File: src/rtl/crmu_pkg.sv
// crmu_pkg: shared types and constants for the credit region merge block
// holds the item structs, the store entry layout and register indexes
// no dependencies
`timescale 1ns / 1ps

package crmu_pkg;

   localparam int PIX_BITS    = 12;
   localparam int PIX_COUNT   = 4096;
   localparam int SIZE_BITS   = 13;
   localparam int CREDIT_BITS = 24;
   localparam int WEIGHT_BITS = 16;
   localparam int CSR_BITS    = 16;
   localparam int CSR_IDX_BITS = 2;

   // register indexes of the configuration port
   localparam logic [CSR_IDX_BITS-1:0] CSR_MIN_WEIGHT = 2'd0;
   localparam logic [CSR_IDX_BITS-1:0] CSR_MAX_WEIGHT = 2'd1;
   localparam logic [CSR_IDX_BITS-1:0] CSR_MULTIPLIER = 2'd2;

   // command codes
   localparam logic CMD_EDGE  = 1'b0;
   localparam logic CMD_QUERY = 1'b1;

   // 4*pi in Q32
   localparam logic [35:0] FOUR_PI_Q32 = 36'd53972150818;

   typedef struct packed {
      logic                   command;
      logic [PIX_BITS-1:0]    pixel_a;
      logic [PIX_BITS-1:0]    pixel_b;
      logic [WEIGHT_BITS-1:0] edge_weight;
   } crmu_req_type;

   typedef struct packed {
      logic                   merged;
      logic [PIX_BITS-1:0]    root_label;
      logic [SIZE_BITS-1:0]   region_size;
      logic [CREDIT_BITS-1:0] region_credit;
   } crmu_rsp_type;

   // one entry of the region store
   typedef struct packed {
      logic [PIX_BITS-1:0]    parent;
      logic [SIZE_BITS-1:0]   size;
      logic [CREDIT_BITS-1:0] credit;
      logic                   known;
   } crmu_ent_type;

   // request to and result from the credit unit
   typedef struct packed {
      logic                 start;
      logic [SIZE_BITS-1:0] size;
   } crmu_crd_req_type;

   typedef struct packed {
      logic                   done;
      logic [CREDIT_BITS-1:0] credit;
   } crmu_crd_res_type;

endpackage

File: src/rtl/crmu_credit_unit.sv
// crmu_credit_unit: initial region credit ceil(sqrt(size*4pi) * multiplier/256)
// constant product in two halves, bit-serial square root, one scale multiply
// depends on crmu_pkg
`timescale 1ns / 1ps

module crmu_credit_unit (
   input  logic                       clock,
   input  logic                       reset,
   input  logic [crmu_pkg::CSR_BITS-1:0] mult,
   input  crmu_pkg::crmu_crd_req_type crd_req,
   output crmu_pkg::crmu_crd_res_type crd_res
);
   import crmu_pkg::*;

   localparam logic [2:0] U_IDLE  = 3'd0;
   localparam logic [2:0] U_MLO   = 3'd1;
   localparam logic [2:0] U_MHI   = 3'd2;
   localparam logic [2:0] U_SQRT  = 3'd3;
   localparam logic [2:0] U_SCALE = 3'd4;
   localparam logic [2:0] U_FIN   = 3'd5;

   localparam logic [17:0] C_LO = FOUR_PI_Q32[17:0];
   localparam logic [17:0] C_HI = FOUR_PI_Q32[35:18];
   localparam logic [41:0] ROUND_UP = 42'hFFFFFF;

   logic [2:0]           state_ff, state_in;
   logic [SIZE_BITS-1:0] size_ff, size_in;
   logic [CSR_BITS-1:0]  mult_ff, mult_in;
   logic [49:0]          acc_ff, acc_in;
   logic [26:0]          rem_ff, rem_in;
   logic [24:0]          root_ff, root_in;
   logic [4:0]           cnt_ff, cnt_in;
   logic [40:0]          prod_ff, prod_in;

   logic [30:0] pp;
   logic [28:0] rem_sh;
   logic [28:0] trial;
   logic [28:0] diff;
   logic [41:0] sum;

   // control state
   always_ff @(posedge clock) begin
      if (reset) begin
         state_ff <= U_IDLE;
      end else begin
         state_ff <= state_in;
      end
   end

   // datapath registers
   always_ff @(posedge clock) begin
      size_ff <= size_in;
      mult_ff <= mult_in;
      acc_ff  <= acc_in;
      rem_ff  <= rem_in;
      root_ff <= root_in;
      cnt_ff  <= cnt_in;
      prod_ff <= prod_in;
   end

   // partial product, one root bit per cycle, and the rounded-up sum
   always_comb begin
      pp      = 31'(size_ff) * 31'((state_ff == U_MLO) ? C_LO : C_HI);
      rem_sh  = {rem_ff, acc_ff[49:48]};
      trial   = {2'b00, root_ff, 2'b01};
      diff    = rem_sh - trial;
      sum     = {1'b0, prod_ff} + ROUND_UP;
   end

   always_comb begin
      state_in = state_ff;
      size_in  = size_ff;
      mult_in  = mult_ff;
      acc_in   = acc_ff;
      rem_in   = rem_ff;
      root_in  = root_ff;
      cnt_in   = cnt_ff;
      prod_in  = prod_ff;
      unique case (state_ff)
         U_IDLE: begin
            if (crd_req.start) begin
               size_in  = crd_req.size;
               mult_in  = mult;
               state_in = U_MLO;
            end
         end
         U_MLO: begin
            acc_in   = {19'd0, pp};
            state_in = U_MHI;
         end
         U_MHI: begin
            acc_in   = acc_ff + {1'b0, pp, 18'd0};
            rem_in   = '0;
            root_in  = '0;
            cnt_in   = '0;
            state_in = U_SQRT;
         end
         U_SQRT: begin
            acc_in = {acc_ff[47:0], 2'b00};
            if (rem_sh >= trial) begin
               rem_in  = diff[26:0];
               root_in = {root_ff[23:0], 1'b1};
            end else begin
               rem_in  = rem_sh[26:0];
               root_in = {root_ff[23:0], 1'b0};
            end
            cnt_in = cnt_ff + 5'd1;
            if (cnt_ff == 5'd24) begin
               state_in = U_SCALE;
            end
         end
         U_SCALE: begin
            prod_in  = 41'(root_ff) * 41'(mult_ff);
            state_in = U_FIN;
         end
         U_FIN: begin
            state_in = U_IDLE;
         end
         default: begin
            state_in = U_IDLE;
         end
      endcase
   end

   // rounded-up credit, always below the 24-bit limit
   assign crd_res.done   = (state_ff == U_FIN);
   assign crd_res.credit = {6'd0, sum[41:24]};

endmodule

File: config.mk
export PLATFORM = sky130hd
export DESIGN_NAME = crmu_credit_unit
export DESIGN_NICKNAME = d
export VERILOG_FILES = /design/src/rtl/crmu_pkg.sv /design/src/rtl/crmu_credit_unit.sv
export SDC_FILE = /design/constraint.sdc
export NUM_CORES = 2
export LEC_CHECK = 0
export BUFFER_PORTS_ARGS = -buffer_cell sky130_fd_sc_hd__buf_2
export CAP_MARGIN = 20
export CORE_UTILIZATION = 35
export DETAILED_ROUTE_END_ITERATION = 10
export PLACE_DENSITY = 0.59
export SYNTH_ARGS = -nofsm -noshare
export SYNTH_HDL_FRONTEND = slang
export SYNTH_SLANG_ARGS = --single-unit
File: constraint.sdc
create_clock -name clock -period 7.35 [get_ports clock]
set_input_delay 0.735 -clock clock [delete_from_list [all_inputs] [get_ports clock]]
set_output_delay 0.735 -clock clock [all_outputs]
set_load 0.02 [all_outputs]
==> results.json <==
{
  "max_slew_margin_pct": 30.7,
  "end_kind": "register",
  "crit_path_top_delay_cell": "fa_1",
  "num_io_pins": 57,
  "clkSinkCount": 180,
  "finalCriticalPeriod_ns": 7.32,
  "synth_commonest_cells": "561 x inv_1, 425 x fa_1, 381 x nand2_1",
  "crit_required_ns": 7.62,
  "vias_per_cell": 4.89,
  "syn_area_sq_um": 28000,
  "ys_seq_area_share_pct": 19.2,
  "diodes": 0,
  "worst_pin_slew_ns": 1.04,
  "yosys_warnings": 0,
  "fin_setup_tns_ns": 0,
  "ant_nets": 0,
  "row_count": 103,
  "fillers": 7827,
  "seq_area_sq_um": 5380,
  "start_util_pct": 35.4,
  "crit_buf_inv": 5,
  "avgSynthCellArea_sq_um": 9.50,
  "area_growth_pct": 14.4,
  "criticalPathCategory": "reg2reg",
  "layout-drive-gt1-share_pct": 13.4,
  "io_buffers": 50,
  "track_usage_pct": 18.0,
  "nNetsFinal": 3892,
  "cts.path.max_buffers": 2,
  "synth_top_area_share_pct": 30.4,
  "gp_congestion": 0.882,
  "die_area_sq_um": 81100,
  "syn_inst": 2948,
  "cp-start-kind": "register",
  "synth-edff-count": 177,
  "clock-root-buffer": "clkbuf_16",
  "wl_per_cell_um": 16.8,
  "first_iter_violations": 1226,
  "fin_area_sq_um": 32000,
  "path_max_fanout": 7,
  "cts_inserted_buffers": 17,
  "yosys_most_used_dff": "edfxtp_1",
  "maxCapViolations": 0,
  "ys_ff_latch": 180,
  "clock_skew_ns": 0.0256,
  "synth_area_leaders": "fa_1 30%, edfxtp_1 19%, ha_1 13%",
  "fp.dieW_um": 285,
  "worstPathArrival_ns": 7.59,
  "fin_crit_sh_pct": 99.6,
  "wirelength_um": 70500,
  "worstSkewPairLatency_ns": 0.51,
  "overflow": 0,
  "grt_pass1_wl_um": 114000,
  "htree_levels": 4,
  "grt_pass1_vias": 21000,
  "yosysMostFrequentCell": "inv_1",
  "antenna_found_initial": 2,
  "cpPeakStageDelay_ns": 0.53,
  "grt_max_degree": 66,
  "die_y_um": 285,
  "hold_viol_final": 0,
  "grt_setup_unrepaired": "yes",
  "slew_violations": 0,
  "clkSlewWorstSetupHoldPaths_ns": 0.09,
  "hold_buffers": 0,
  "yosysTopAreaCell": "fa_1",
  "cp_top_family": "adder cells",
  "hp-class": "in2reg",
  "fp.coreArea_sq_um": 79000,
  "setup_viol": 0,
  "status": "finished clean",
  "yosysUniqueCellTypes": 76,
  "drtPass1Iterations": 5,
  "post-dp-hpwl_um": 56100,
  "async_flop_share_pct": 0,
  "dr_total_vias": 20600,
  "post-route-drc-count": 0,
  "place_area_sq_um": 30800,
  "max_freq_mhz": 137,
  "tritoncts": "built",
  "multiInputGateArea_sq_um": 20600
}
[layout by cell type (no fill, tap or decap), types with 11 or more instances in the layout]
master | netlist | final
buf_2 | 2 | 51
a22o_1 | 11 | 11
nand2b_1 | 22 | 21
inv_1 | 561 | 549
and2_1 | 157 | 153
a211oi_1 | 18 | 16
nor3_1 | 12 | 11
a21oi_1 | 112 | 99
nor2_1 | 139 | 134
xnor2_1 | 84 | 77
a21oi_2 | 0 | 11
xor2_1 | 47 | 47
conb_1 | 2 | 15
buf_4 | 7 | 211
o21a_1 | 25 | 25
and3_1 | 20 | 18
a21o_1 | 68 | 68
mux2i_1 | 26 | 26
nand2_1 | 381 | 370
o21ai_0 | 63 | 55
clkbuf_16 | 0 | 17
nand3_1 | 42 | 40
ha_1 | 292 | 281
edfxtp_1 | 177 | 177
fa_1 | 425 | 420
o211ai_1 | 13 | 13
[final timing paths]
kind | start | endpoint | slack (ns) | cells past startpoint
worst max-delay path | state_ff[1] | acc_ff[49] | 0.03 | 31
worst min-delay path | crd_req[4] | size_ff[4] | 0.39 | 1
worst max register to register | state_ff[1] | acc_ff[49] | 0.03 | 31
worst min register to register | acc_ff[0] | acc_ff[2] | 0.56 | 2
[cell type report]
type                    instances  area share, %
repair buffers                271           6.22
inverters                     561           6.59
clock buffers                  17           1.33
clock inverters                14          0.516
well taps                    1050           4.10
flip-flops and latches        180           16.8
multi-input cells            2112           64.4
[state kept, by name, summed over array words and instances (netlist names)]
| name | count |
|---|---|
| rem_ff | 27 |
| root_ff | 25 |
| acc_ff | 50 |
| state_ff | 3 |
| prod_ff | 41 |
| mult_ff | 16 |
| cnt_ff | 5 |
| size_ff | 13 |
[metal layers]
layer / part of all wire, % / up-vias / global-route usage, % / routed length [um]
li1: - / 9778 / - / -
met1: 47 / 10300 / 25.1 / 33200
met2: 47 / 369 / 28.7 / 32900
met3: 4.6 / 58 / 3.43 / 3250
met4: 1.6 / 2 / 4.14 / 1130
met5: 0.011 / - / 0 / 8
[cells by family after synthesis]
logic type | synth area share (%)
flip-flops | 19.2
adder cells (fa/ha/maj) | 43.4
AO/OA/AOI/OAI | 9.23
other | 0.0268
XOR/XNOR | 4.10
buffers and inverters | 9.15
multiplexers | 0.930
AND/OR/NAND/NOR | 13.9
[timing repair]
| action | 4_1_cts | 5_1_grt |
|---|---|---|
| endpoints found under the hold margin | 0 | 0 |
| endpoints found under the setup margin | 10 | 17 |
| buffers inserted | 11 | 10 |
| pin swaps | 28 | 66 |
| cloned | 2 | 0 |
| resized for setup | 39 | 73 |
[worst reg2reg max path, delay by kind of cell (launching register included)]
kind            cells  cell delay (ns)
compound gates      9             1.66
xor+xnor            3             0.32
fa+ha+maj           7             2.92
buf+inv             5             0.37
flops               1             0.34
simple gates        7             1.46
[stage by stage]
step                util, %  hold slack [ns]  std cells  setup slack, ns
CTS                    40.0            0.363       4195         -0.00797
detailed placement     38.9            0.534       4151           -0.275
floorplan                 -            0.518       2961          0.00378
finish                 40.5            0.395       4205           0.0320
global route           40.5            0.376       4205           -0.209
global placement       38.9            0.527       4151           -0.134
Power is not shown: default switching activity piles up to over one toggle a cycle in this logic, so the estimate is an artifact.
